===== src/hw/rtl/ifs_pkg.sv =====
// Shared types, constants and the element length table of the fixed field splitter.
package ifs_pkg;

    localparam int NUM_ELEMENTS = 12;
    localparam int TYPE_LEN     = 4;
    localparam int QUEUE_DEPTH  = 4;

    localparam int CHAR_W    = 8;
    localparam int SEC_W     = 2;
    localparam int ELEM_W    = 4;
    localparam int POS_W     = 5;
    localparam int S_TDATA_W = 8;
    localparam int M_TDATA_W = 16;

    localparam logic [CHAR_W-1:0] CHAR_ONE = 8'h31;

    // Section codes carried on the result channel
    localparam logic [SEC_W-1:0] SEC_TYPE   = 2'd0;
    localparam logic [SEC_W-1:0] SEC_BITMAP = 2'd1;
    localparam logic [SEC_W-1:0] SEC_DATA   = 2'd2;
    localparam logic [SEC_W-1:0] SEC_TRAIL  = 2'd3;

    typedef struct packed {
        logic [SEC_W-1:0]  section;
        logic [ELEM_W-1:0] element_number;
        logic [CHAR_W-1:0] char_out;
        logic              unit_last;
    } item_t;

    // Fixed length of data element k (1..12); unused codes end at once
    function automatic logic [POS_W-1:0] elem_len(input logic [ELEM_W-1:0] k);
        logic [POS_W-1:0] len;
        case (k)
            4'd1:    len = 5'd8;
            4'd2:    len = 5'd19;
            4'd3:    len = 5'd6;
            4'd4:    len = 5'd16;
            4'd5:    len = 5'd16;
            4'd6:    len = 5'd16;
            4'd7:    len = 5'd10;
            4'd8:    len = 5'd12;
            4'd9:    len = 5'd8;
            4'd10:   len = 5'd8;
            4'd11:   len = 5'd12;
            4'd12:   len = 5'd14;
            default: len = 5'd1;
        endcase
        return len;
    endfunction

endpackage


===== src/hw/rtl/ifs_front.sv =====
// Front end: accepts characters, tracks the message layout and tags each character.
module ifs_front #(
    parameter int NUM_ELEMENTS = ifs_pkg::NUM_ELEMENTS
) (
    input  logic                        aclk,
    input  logic                        aresetn,
    input  logic                        in_valid,
    output logic                        in_ready,
    input  logic [ifs_pkg::CHAR_W-1:0]  in_char,
    input  logic                        in_start,
    input  logic                        q_full,
    output logic                        q_push,
    output ifs_pkg::item_t              q_item
);

    typedef enum logic [1:0] {PH_TYPE, PH_BITMAP, PH_DATA, PH_TRAIL} phase_t;

    phase_t                           phase_reg, phase_next, cur_phase;
    logic [ifs_pkg::POS_W-1:0]        pos_reg, pos_next, cur_pos, pos_inc;
    logic [NUM_ELEMENTS-1:0]          pres_reg, pres_next, cur_pres;
    logic [ifs_pkg::ELEM_W-1:0]       elem_reg, elem_next, cur_elem;
    logic [ifs_pkg::ELEM_W-1:0]       search_after, found_k;
    logic                             accept;
    logic                             last;

    assign in_ready = !q_full;
    assign accept   = in_valid && !q_full;
    assign q_push   = accept;

    // Classify the incoming character against the current layout state
    always_comb begin
        // a start mark restarts the layout before this character
        cur_phase = in_start ? PH_TYPE : phase_reg;
        cur_pos   = in_start ? '0 : pos_reg;
        cur_pres  = in_start ? '0 : pres_reg;
        cur_elem  = in_start ? '0 : elem_reg;
        pos_inc   = cur_pos + 5'd1;

        // record presence from the bitmap character
        for (int i = 0; i < NUM_ELEMENTS; i++) begin
            pres_next[i] = cur_pres[i] ||
                           (cur_phase == PH_BITMAP && cur_pos == ifs_pkg::POS_W'(i) &&
                            in_char == ifs_pkg::CHAR_ONE);
        end

        // priority encode the next present element above the current one
        search_after = (cur_phase == PH_DATA) ? cur_elem : '0;
        found_k      = '0;
        for (int i = NUM_ELEMENTS - 1; i >= 0; i--) begin
            if (pres_next[i] && ifs_pkg::ELEM_W'(i + 1) > search_after) begin
                found_k = ifs_pkg::ELEM_W'(i + 1);
            end
        end

        phase_next = cur_phase;
        pos_next   = cur_pos;
        elem_next  = cur_elem;
        last       = 1'b0;
        q_item.section        = ifs_pkg::SEC_TRAIL;
        q_item.element_number = '0;
        q_item.char_out       = in_char;

        unique case (cur_phase)
            PH_TYPE: begin
                q_item.section = ifs_pkg::SEC_TYPE;
                last = (pos_inc >= ifs_pkg::POS_W'(ifs_pkg::TYPE_LEN));
                if (last) begin
                    phase_next = PH_BITMAP;
                    pos_next   = '0;
                end else begin
                    pos_next = pos_inc;
                end
            end
            PH_BITMAP, PH_DATA: begin
                if (cur_phase == PH_BITMAP) begin
                    q_item.section = ifs_pkg::SEC_BITMAP;
                    last = (pos_inc >= ifs_pkg::POS_W'(NUM_ELEMENTS));
                end else begin
                    q_item.section        = ifs_pkg::SEC_DATA;
                    q_item.element_number = cur_elem;
                    last = (pos_inc >= ifs_pkg::elem_len(cur_elem));
                end
                if (last) begin
                    pos_next   = '0;
                    elem_next  = found_k;
                    phase_next = (found_k == '0) ? PH_TRAIL : PH_DATA;
                end else begin
                    pos_next = pos_inc;
                end
            end
            PH_TRAIL: begin
                q_item.section = ifs_pkg::SEC_TRAIL;
            end
            default: begin
                q_item.section = ifs_pkg::SEC_TRAIL;
            end
        endcase
        q_item.unit_last = last;
    end

    // Hold layout state; advance on each accepted transfer
    always_ff @(posedge aclk) begin
        if (!aresetn) begin
            phase_reg <= PH_TYPE;
            pos_reg   <= '0;
            pres_reg  <= '0;
            elem_reg  <= '0;
        end else if (accept) begin
            phase_reg <= phase_next;
            pos_reg   <= pos_next;
            pres_reg  <= pres_next;
            elem_reg  <= elem_next;
        end
    end

endmodule


===== src/hw/rtl/ifs_queue.sv =====
// Short queue of tagged characters between the front end and the output stage.
module ifs_queue (
    input  logic           aclk,
    input  logic           aresetn,
    input  logic           push,
    input  ifs_pkg::item_t push_item,
    input  logic           pop,
    output logic           full,
    output logic           not_empty,
    output ifs_pkg::item_t head_item
);

    localparam int AW = $clog2(ifs_pkg::QUEUE_DEPTH);

    ifs_pkg::item_t  entry_reg [ifs_pkg::QUEUE_DEPTH];
    logic [AW-1:0]   wr_ptr_reg, rd_ptr_reg;
    logic [AW:0]     count_reg, count_next;

    assign full      = (count_reg == (AW + 1)'(ifs_pkg::QUEUE_DEPTH));
    assign not_empty = (count_reg != '0);
    assign head_item = entry_reg[rd_ptr_reg];

    always_comb begin
        count_next = count_reg;
        if (push && !pop) begin
            count_next = count_reg + 1'b1;
        end else if (pop && !push) begin
            count_next = count_reg - 1'b1;
        end
    end

    // Store pushed entries
    always_ff @(posedge aclk) begin
        if (push) begin
            entry_reg[wr_ptr_reg] <= push_item;
        end
    end

    // Advance pointers and fill count
    always_ff @(posedge aclk) begin
        if (!aresetn) begin
            wr_ptr_reg <= '0;
            rd_ptr_reg <= '0;
            count_reg  <= '0;
        end else begin
            if (push) begin
                wr_ptr_reg <= wr_ptr_reg + 1'b1;
            end
            if (pop) begin
                rd_ptr_reg <= rd_ptr_reg + 1'b1;
            end
            count_reg <= count_next;
        end
    end

endmodule


===== src/hw/rtl/ifs_back.sv =====
// Output stage: registers the queue head and drives the result stream.
module ifs_back (
    input  logic                          aclk,
    input  logic                          aresetn,
    input  logic                          q_valid,
    input  ifs_pkg::item_t                q_item,
    output logic                          q_pop,
    output logic                          m_tvalid,
    input  logic                          m_tready,
    output logic [ifs_pkg::M_TDATA_W-1:0] m_tdata,
    output logic [ifs_pkg::SEC_W-1:0]     m_tuser,
    output logic                          m_tlast
);

    localparam int PAD_W = ifs_pkg::M_TDATA_W - ifs_pkg::CHAR_W - ifs_pkg::ELEM_W;

    logic           out_valid_reg;
    ifs_pkg::item_t out_item_reg;

    // Load when the output register is empty or being taken
    assign q_pop = q_valid && (!out_valid_reg || m_tready);

    always_ff @(posedge aclk) begin
        if (!aresetn) begin
            out_valid_reg <= 1'b0;
        end else if (q_pop) begin
            out_valid_reg <= 1'b1;
        end else if (m_tready) begin
            out_valid_reg <= 1'b0;
        end
    end

    // Hold payload until the transfer completes
    always_ff @(posedge aclk) begin
        if (q_pop) begin
            out_item_reg <= q_item;
        end
    end

    assign m_tvalid = out_valid_reg;
    assign m_tdata  = {{PAD_W{1'b0}}, out_item_reg.char_out, out_item_reg.element_number};
    assign m_tuser  = out_item_reg.section;
    assign m_tlast  = out_item_reg.unit_last;

endmodule


===== src/hw/rtl/iso8583_fixed_field_splitter_top.sv =====
// A result passes through a queue entry and then the output register before it reaches the result stream.
// Throughput: one character per cycle; the front end tags each character combinationally.
// The four-entry queue absorbs output stalls; input stalls only when the queue is full.
// Reset: synchronous active-low aresetn clears layout state, queue and output valid;
// the first character after reset starts a type indicator.
// Top level of the fixed field splitter: front end, queue and output stage.
module iso8583_fixed_field_splitter_top #(
    parameter int NUM_ELEMENTS = ifs_pkg::NUM_ELEMENTS
) (
    input  logic                          aclk,
    input  logic                          aresetn,
    input  logic                          s_tvalid,
    output logic                          s_tready,
    input  logic [ifs_pkg::S_TDATA_W-1:0] s_tdata,   // [7:0] char_in
    input  logic                          s_tuser,   // [0] msg_start
    output logic                          m_tvalid,
    input  logic                          m_tready,
    // [3:0] element_number, [11:4] char_out, [15:12] zero
    output logic [ifs_pkg::M_TDATA_W-1:0] m_tdata,
    output logic [ifs_pkg::SEC_W-1:0]     m_tuser,   // [1:0] section
    output logic                          m_tlast    // unit_last
);

    logic           q_push, q_pop, q_full, q_valid;
    ifs_pkg::item_t push_item, head_item;

    ifs_front #(
        .NUM_ELEMENTS(NUM_ELEMENTS)
    ) u_front (
        .aclk      (aclk),
        .aresetn   (aresetn),
        .in_valid  (s_tvalid),
        .in_ready  (s_tready),
        .in_char   (s_tdata[ifs_pkg::CHAR_W-1:0]),
        .in_start  (s_tuser),
        .q_full    (q_full),
        .q_push    (q_push),
        .q_item    (push_item)
    );

    ifs_queue u_queue (
        .aclk      (aclk),
        .aresetn   (aresetn),
        .push      (q_push),
        .push_item (push_item),
        .pop       (q_pop),
        .full      (q_full),
        .not_empty (q_valid),
        .head_item (head_item)
    );

    ifs_back u_back (
        .aclk      (aclk),
        .aresetn   (aresetn),
        .q_valid   (q_valid),
        .q_item    (head_item),
        .q_pop     (q_pop),
        .m_tvalid  (m_tvalid),
        .m_tready  (m_tready),
        .m_tdata   (m_tdata),
        .m_tuser   (m_tuser),
        .m_tlast   (m_tlast)
    );

endmodule


===== config.mk =====
export PLATFORM = sky130hd
export DESIGN_NAME = iso8583_fixed_field_splitter_top
export DESIGN_NICKNAME = d
export VERILOG_FILES = /design/src/hw/rtl/ifs_pkg.sv /design/src/hw/rtl/ifs_front.sv /design/src/hw/rtl/ifs_queue.sv /design/src/hw/rtl/ifs_back.sv /design/src/hw/rtl/iso8583_fixed_field_splitter_top.sv
export SDC_FILE = /design/constraint.sdc
export NUM_CORES = 1
export LEC_CHECK = 0
export BUFFER_PORTS_ARGS = -buffer_cell sky130_fd_sc_hd__buf_4
export CORE_ASPECT_RATIO = 1.5
export CORE_MARGIN = 3
export CORE_UTILIZATION = 40
export CTS_BUF_LIST = sky130_fd_sc_hd__clkbuf_8
export DETAILED_ROUTE_END_ITERATION = 8
export PLACE_DENSITY_LB_ADDON = 0.15
export SLEW_MARGIN = 20
export SYNTH_ARGS = -nofsm -noshare
export SYNTH_HDL_FRONTEND = slang
export SYNTH_SLANG_ARGS = --single-unit

===== constraint.sdc =====
create_clock -name aclk -period 4.78 [get_ports aclk]
set_clock_uncertainty 0.05 [all_clocks]
set_input_delay 0.717 -clock aclk [delete_from_list [all_inputs] [get_ports aclk]]
set_output_delay 0.717 -clock aclk [all_outputs]
set_load 0.005 [all_outputs]

Word-level counts from Yosys, hierarchy flattened
Memory sizes are Yosys's and may differ from the RTL's. A register that Yosys moved wholly into a read port is not among the register bits.
Index checks and enable logic that the tools add are counted.
{"block": "word_totals", "register_bits": 31, "ram_bits": 60, "rom_bits": 80, "in_bits": 13, "output_inout_bits": 21, "word_cells": 151, "mem_count": 2}
{"block": "classes", "add_sub_neg": 5, "order_cmp": 15, "eq_ne": 16, "mux": 41, "n_reduce_logical": 64}
{"memory": "(no name shown)", "depth": 16, "width": 5, "rd": 1, "rd_clocked_by_memory_dff": 0, "wr": 0, "line_no": "ifs_pkg.sv:33", "source": "case (k)"}
{"memory": "u_queue.entry_reg", "depth": 4, "width": 15, "rd": 1, "rd_clocked_by_memory_dff": 1, "wr": 1, "line_no": "ifs_queue.sv:15", "source": "ifs_pkg::item_t entry_reg [ifs_pkg::QUEUE_DEPTH];"}
{"operator": "4-bit two-way mux", "n": 18}
{"operator": "1-bit logical AND", "n": 40}
{"operator": "5-bit two-way mux", "n": 5}
{"operator": "5-bit by 3-bit equality test with 1-bit output (second input constant)", "n": 4}
{"operator": "5-bit by 4-bit equality test with 1-bit output (second input constant)", "n": 4}
{"operator": "4-bit > comparator (first input constant)", "n": 5}
{"operator": "3-bit by 4-bit > comparator with 1-bit output (first input constant)", "n": 4}
{"operator": "1-bit logical OR", "n": 13}
{"operator": "12-bit two-way mux", "n": 1}
{"operator": "5-bit by 2-bit equality test with 1-bit output (second input constant)", "n": 2}
{"operator": "5-bit case mux with 2 select lines", "n": 1}
{"operator": "8-bit by 6-bit equality test with 1-bit output (second input constant)", "n": 1}
{"operator": "2-bit by 4-bit > comparator with 1-bit output (first input constant)", "n": 2}
{"operator": "2-bit two-way mux", "n": 4}
{"operator": "1-bit two-way mux", "n": 7}
{"operator": "3-bit two-way mux", "n": 2}
{"operator": "2-bit case mux with 3 select lines", "n": 1}
{"operator": "5-bit by 1-bit adder with 5-bit output (second input constant)", "n": 1}
{"operator": "5-bit by 1-bit equality test with 1-bit output (second input constant)", "n": 1}
{"operator": "5-bit by 3-bit >= comparator with 1-bit output (second input constant)", "n": 1}
{"operator": "5-bit by 4-bit >= comparator with 1-bit output (second input constant)", "n": 1}
{"operator": "5-bit >= comparator", "n": 1}
{"operator": "5-bit zero test", "n": 1}
{"operator": "2-bit by 1-bit adder with 2-bit output (second input constant)", "n": 2}
{"operator": "14 further kinds", "n": 19}

Longest topological paths before layout
{"block": "depth", "word_depth": 22, "ltp_mapped": 17, "mapped_depth_nobuf": 15}

Hierarchy
Synthesis repeated with hierarchy kept, for this count alone.
{"block": "unflattened", "hier_cells": 432, "area_unflattened_um2": 5367.6}
{"mod": "ifs_queue", "n_inst": 1, "cells_each": 121, "area_per_inst_um2": 2641.3, "seq_area_each_um2": 1981.9}
{"mod": "ifs_front", "n_inst": 1, "cells_each": 287, "area_per_inst_um2": 2194.6, "seq_area_each_um2": 460.4}
{"mod": "ifs_back", "n_inst": 1, "cells_each": 24, "area_per_inst_um2": 531.8, "seq_area_each_um2": 470.5}

Worst setup path before layout
No wires, ideal clock.
{"block": "synth_path", "path_kind": "input to register", "startpoint": "input port s_tuser", "endpoint": "register u_front.elem_reg[0] in the netlist's numbering", "setup_ns": 0.118, "arrival_ns": 3.578, "required_ns": 4.612, "path_slack_ns": 1.034, "cell_stages": 15, "path_buffers": 3, "path_cell_list": "buf_2 buf_1 clkbuf_1 nor2_1 ha_1 mux2_2 o211ai_1 ha_1 a21o_1 a21o_1 a211o_1 o211ai_1 a21oi_1 a32oi_1 nor2b_1"}
{"block": "synth_between", "elab_chain_cells": 19, "word_cells_on_any_way": 95, "classes_between": "add/sub: 1; order compare: 13; eq/ne: 12; mux: 22; reduce/logical: 46; memory: 1"}
{"element": "start, declared", "line_no": "iso8583_fixed_field_splitter_top.sv:15", "source": "input logic s_tuser,"}
{"element": "parallel branches: the longest is 18 deep, another holds 4-bit > comparator"}
{"element": "4-bit two-way mux *", "line_no": "ifs_front.sv:63", "source": "unique case (cur_phase)"}
{"element": "end signal, assigned", "line_no": "ifs_front.sv:112", "source": "elem_reg <= elem_next;"}
{"element": "end, declared", "line_no": "ifs_front.sv:21", "source": "logic [ifs_pkg::ELEM_W-1:0] elem_reg, elem_next, cur_elem;"}
Mark *: on every way between the ends. The select of a mux whose other input is x is not followed.
A chain may end at the register's enable or synchronous reset.

Worst setup path after layout
{"block": "layout_path", "startpoint": "register u_front.elem_reg[0] in the netlist's numbering", "endpoint": "register u_front.elem_reg[3] in the netlist's numbering"}
{"block": "layout_between", "elab_chain_cells": 18, "word_cells_on_any_way": 46, "classes_between": "order compare: 13; mux: 20; reduce/logical: 12; memory: 1"}
{"element": "4-bit two-way mux *", "line_no": "ifs_front.sv:36", "source": "cur_elem = in_start ? '0 : elem_reg;"}
{"element": "4-bit two-way mux", "line_no": "ifs_front.sv:47", "source": "search_after = (cur_phase == PH_DATA) ? cur_elem : '0;"}
{"element": "4-bit > comparator", "line_no": "ifs_front.sv:50", "source": "if (pres_next[i] && ifs_pkg::ELEM_W'(i + 1) > search_after) begin"}
{"element": "1-bit logical AND", "line_no": "ifs_front.sv:50"}
{"element": "4-bit two-way mux (12 in series)", "line_no": "ifs_front.sv:50"}
{"element": "4-bit two-way mux *", "line_no": "ifs_front.sv:83", "source": "if (last) begin"}
{"element": "4-bit two-way mux *", "line_no": "ifs_front.sv:63"}
Mark *: on every way between the ends. The rest lies on a longest branch, timed or not. The select of a mux whose other input is x is not followed.

==> summary.md <==
| Metric | Value |
|---|---|
| Outcome | `finished clean` |
| Crit share post-route | `70.9%` |
| Synth Register Bits | `106` |
| Commonest non-fill, non-tap cells in the layout | `75 x edfxtp_1, 31 x buf_4, 31 x dfxtp_1, 28 x nor2_1, 24 x nand2_1` |
| CP cell instances | `inv_1 -> nor2_1 -> inv_1 -> ha_1 -> nand3b_1 -> o311ai_0 -> ha_1 -> nand2b_1 -> a21o_1 -> a21o_1 -> a211o_1 -> o211ai_1 -> a31o_2 -> nand2_1 -> a21boi_0` |
| R2R Setup Slk | `1390 ps` |
| Initial antenna violation count | `0` |
| Max_slew headroom | `40.7%` |
| Via density per instance | `5.58` |
| Num CTS Buffers | `9` |
| Die Height | `145 um` |
| Dpl hpwl | `8.00 mm` |
| First-pass GRT wire length | `18.3 mm` |
| Worst-path fanout max | `8` |
| RD Place Congestion | `0.872` |
| Critical Path End | `u_front.elem_reg[3]` |
| Total number of vias | `3321` |
| Final hold violation count | `0` |
| GRT Overall Usage | `16.2%` |
| DRT iter0 DRCs | `238` |
| TritonCTS clock tree | `yes` |
| Clk pwr share | `22.5%` |
| Initial core utilization | `41.1%` |
| Fmax | `295 MHz` |
| Finished Cell Area | `5630 um^2` |
| Sw Share | `27.9%` |
| Post-place setup slack | `1180 ps` |
| Cell variety after synth | `73` |
| Wire per inst | `18.6 um` |
| Filler Cell Count | `1189` |
| Sinks on Clock Net | `106` |
| Post-cts repair resize count | `0` |
| Reg2Reg Depth | `15` |
| Actual slew at the worst max-slew pin | `889 ps` |
| Synth Instances | `417` |
| Core Region | `12500 um^2` |
| Largest register FFs | `60` |
| Register Area | `2870 um^2` |
| Reg2Reg Capture Point | `u_front.elem_reg[3]` |
| Multi-input logic area | `2090 um^2` |
| FP Rows | `50` |
| Yosys warns | `0` |
| Residual DRC | `0` |
| ANT cells | `0` |
| Seq pwr share | `55.3%` |
| Combinational power share | `22.3%` |
| DP Area | `5450 um^2` |
| Area Overhead vs Synth | `9.36%` |
| Final antenna-violating net count | `0` |
| Setup-failing EPs final | `0` |
| Final net count | `461` |
| GRT overflow | `0` |
| Clk_lat worst skew | `370 ps` |
| Critical Path Start | `u_front.elem_reg[0]` |
| Sequential area share after synthesis | `55.8%` |
| Worst setup margin | `1390 ps` |
| Int Pwr | `1.62 mW` |
| CP max-delay cell | `dfxtp_1` |
| CP startpoint kind | `register` |
| Clock slew at reported path FFs | `100 ps` |
| First-pass DRT Iterations | `4` |
| I/O pin cnt | `34` |
| Port Buffers | `29` |
| Die Area | `14300 um^2` |
| Worst min path class | `register to register` |
| Crit path time final | `3390 ps` |
| Clock Path Buffers | `2` |
| Pleak | `1.87 nW` |
| Post-synth ARST share | `0%` |
| Die width | `98.6 um` |
| Critical Path End Type | `register` |
| Cell area after synthesis | `5150 um^2` |
| Layout cells sized above 1 | `18.2%` |
| Crit path DAT | `3630 ps` |
| Root buffer cell | `clkbuf_8` |
| Syn Area/Cell | `12.3 um^2` |
| Final wirelength | `11.1 mm` |
| Total of max-cap violations | `0` |
| Worst path required time | `5020 ps` |
| Post-synth EDFFs | `75` |
| R2R Path Start | `u_front.elem_reg[0]` |
| Final TNS setup | `0 ps` |
| Setup bufs post-CTS | `0` |
| CTS Hold Bufs | `0` |
| Setup CP Type | `register to register` |
| Pwr dens | `399 nW/um^2` |
| Largest net degree at the start of global routing | `31` |
| RSZ-0062 raised after global routing | `false` |
| Max incr delay on CP | `510 ps` |
| Most common cell after layout, fill and taps aside | `edfxtp_1` |
| Ys flop type | `edfxtp_1` |
| Vias in the first global route | `3400` |
| H-tree levels | `3` |
| Worst hold path startpoint | `u_front.pres_reg[11]` |
| Net Sw Power | `0.628 mW` |
| Maximum vdd drop | `0.143 mV` |
| Max Slew Vio Count | `0` |
==> worst min path at each step <==
stage,to,slack [ps],depth (start not counted)
floorplan,u_front.pres_reg[11],390,2
global placement,u_front.pres_reg[8],400,2
detailed placement,u_front.pres_reg[11],420,2
CTS,u_front.pres_reg[11],450,2
global route,u_back.m_tvalid,480,2
finish,u_front.pres_reg[11],440,2
==> synth_stat cells (3+ instances only) <==
master / number / area (um^2)
edfxtp_1: 75 / 2250
nor2b_1: 19 / 119
ha_1: 13 / 163
xnor2_1: 5 / 43.8
o211ai_1: 5 / 37.5
a32oi_1: 7 / 61.3
a31oi_1: 6 / 37.5
clkbuf_1: 16 / 60.1
a21boi_0: 4 / 30.0
dfxtp_1: 31 / 621
inv_1: 15 / 56.3
nor2_1: 28 / 105
nand2_1: 24 / 90.1
and3_1: 6 / 37.5
buf_4: 4 / 30.0
buf_2: 4 / 20.0
nand3_1: 5 / 25.0
o21ai_0: 9 / 45.0
and2_1: 8 / 50.1
mux4_2: 15 / 338
or3_1: 3 / 18.8
a21oi_1: 21 / 105
a21o_1: 8 / 60.1
o21a_1: 3 / 22.5
nor3_1: 6 / 30.0
a22oi_1: 10 / 75.1
nand2b_1: 6 / 37.5
==> stage by stage <==
step	instances	util (%)	total power [mW]	hold slack, ps
4_1_cts	595	45.0	2.29	448
5_1_grt	595	45.0	2.37	478
6_report	595	45.0	2.25	445
3_5_place_dp	579	43.6	1.78	423
3_3_place_gp	579	43.6	1.77	403
2_1_floorplan	420	-	1.55	388
==> worst max-delay path, delay by kind of cell, from the launching register on <==
| kind | cells | cell delay (ps) |
|---|---|---|
| compound gates | 7 | 1410 |
| fa+ha+maj | 2 | 510 |
| buf+inv | 2 | 260 |
| flops | 1 | 510 |
| simple gates | 4 | 570 |
==> power by group through the flow <==
| stage | registers (mW) | logic (mW) | clock network, mW |
|---|---|---|---|
| 5_1_grt | 1.26 | 0.552 | 0.556 |
| 6_report | 1.24 | 0.500 | 0.505 |
| 2_1_floorplan | 1.23 | 0.326 | 0 |
| 3_5_place_dp | 1.27 | 0.514 | 0 |
| 4_1_cts | 1.25 | 0.516 | 0.521 |
| 3_3_place_gp | 1.26 | 0.507 | 0 |
==> kinds of logic (layout without fill, tap and decap cells) <==
| family | Yosys count | in the layout | share of synthesized area (%) |
|---|---|---|---|
| DFF | 106 | 106 | 55.8 |
| buffers and inverters | 43 | 62 | 3.82 |
| other | 1 | 4 | 0.0729 |
| adders and majority gates | 14 | 14 | 3.55 |
| and+or+nand+nor | 128 | 128 | 14.6 |
| muxes | 18 | 18 | 7.17 |
| xor gates and xnor gates | 7 | 7 | 1.19 |
| AOI/OAI and AO/OA | 100 | 100 | 13.8 |
==> metal layers <==
layer	wire length [um]	vias up	track usage (%)
met5	0	-	0
met4	183	0	5.88
met3	324	13	2.65
met2	6140	66	29.5
met1	4440	1635	18.9
li1	-	1607	-
==> layout make-up <==
cell class	instances	area share (%)
sequential	106	51.0
multi-input combinational	271	37.2
timing repair buffer	31	4.14
tap	156	3.47
clock buffer	9	2.20
inverter	15	1.00
clock inverter	7	0.978
Note: power is estimated with default switching activity, not from simulation.
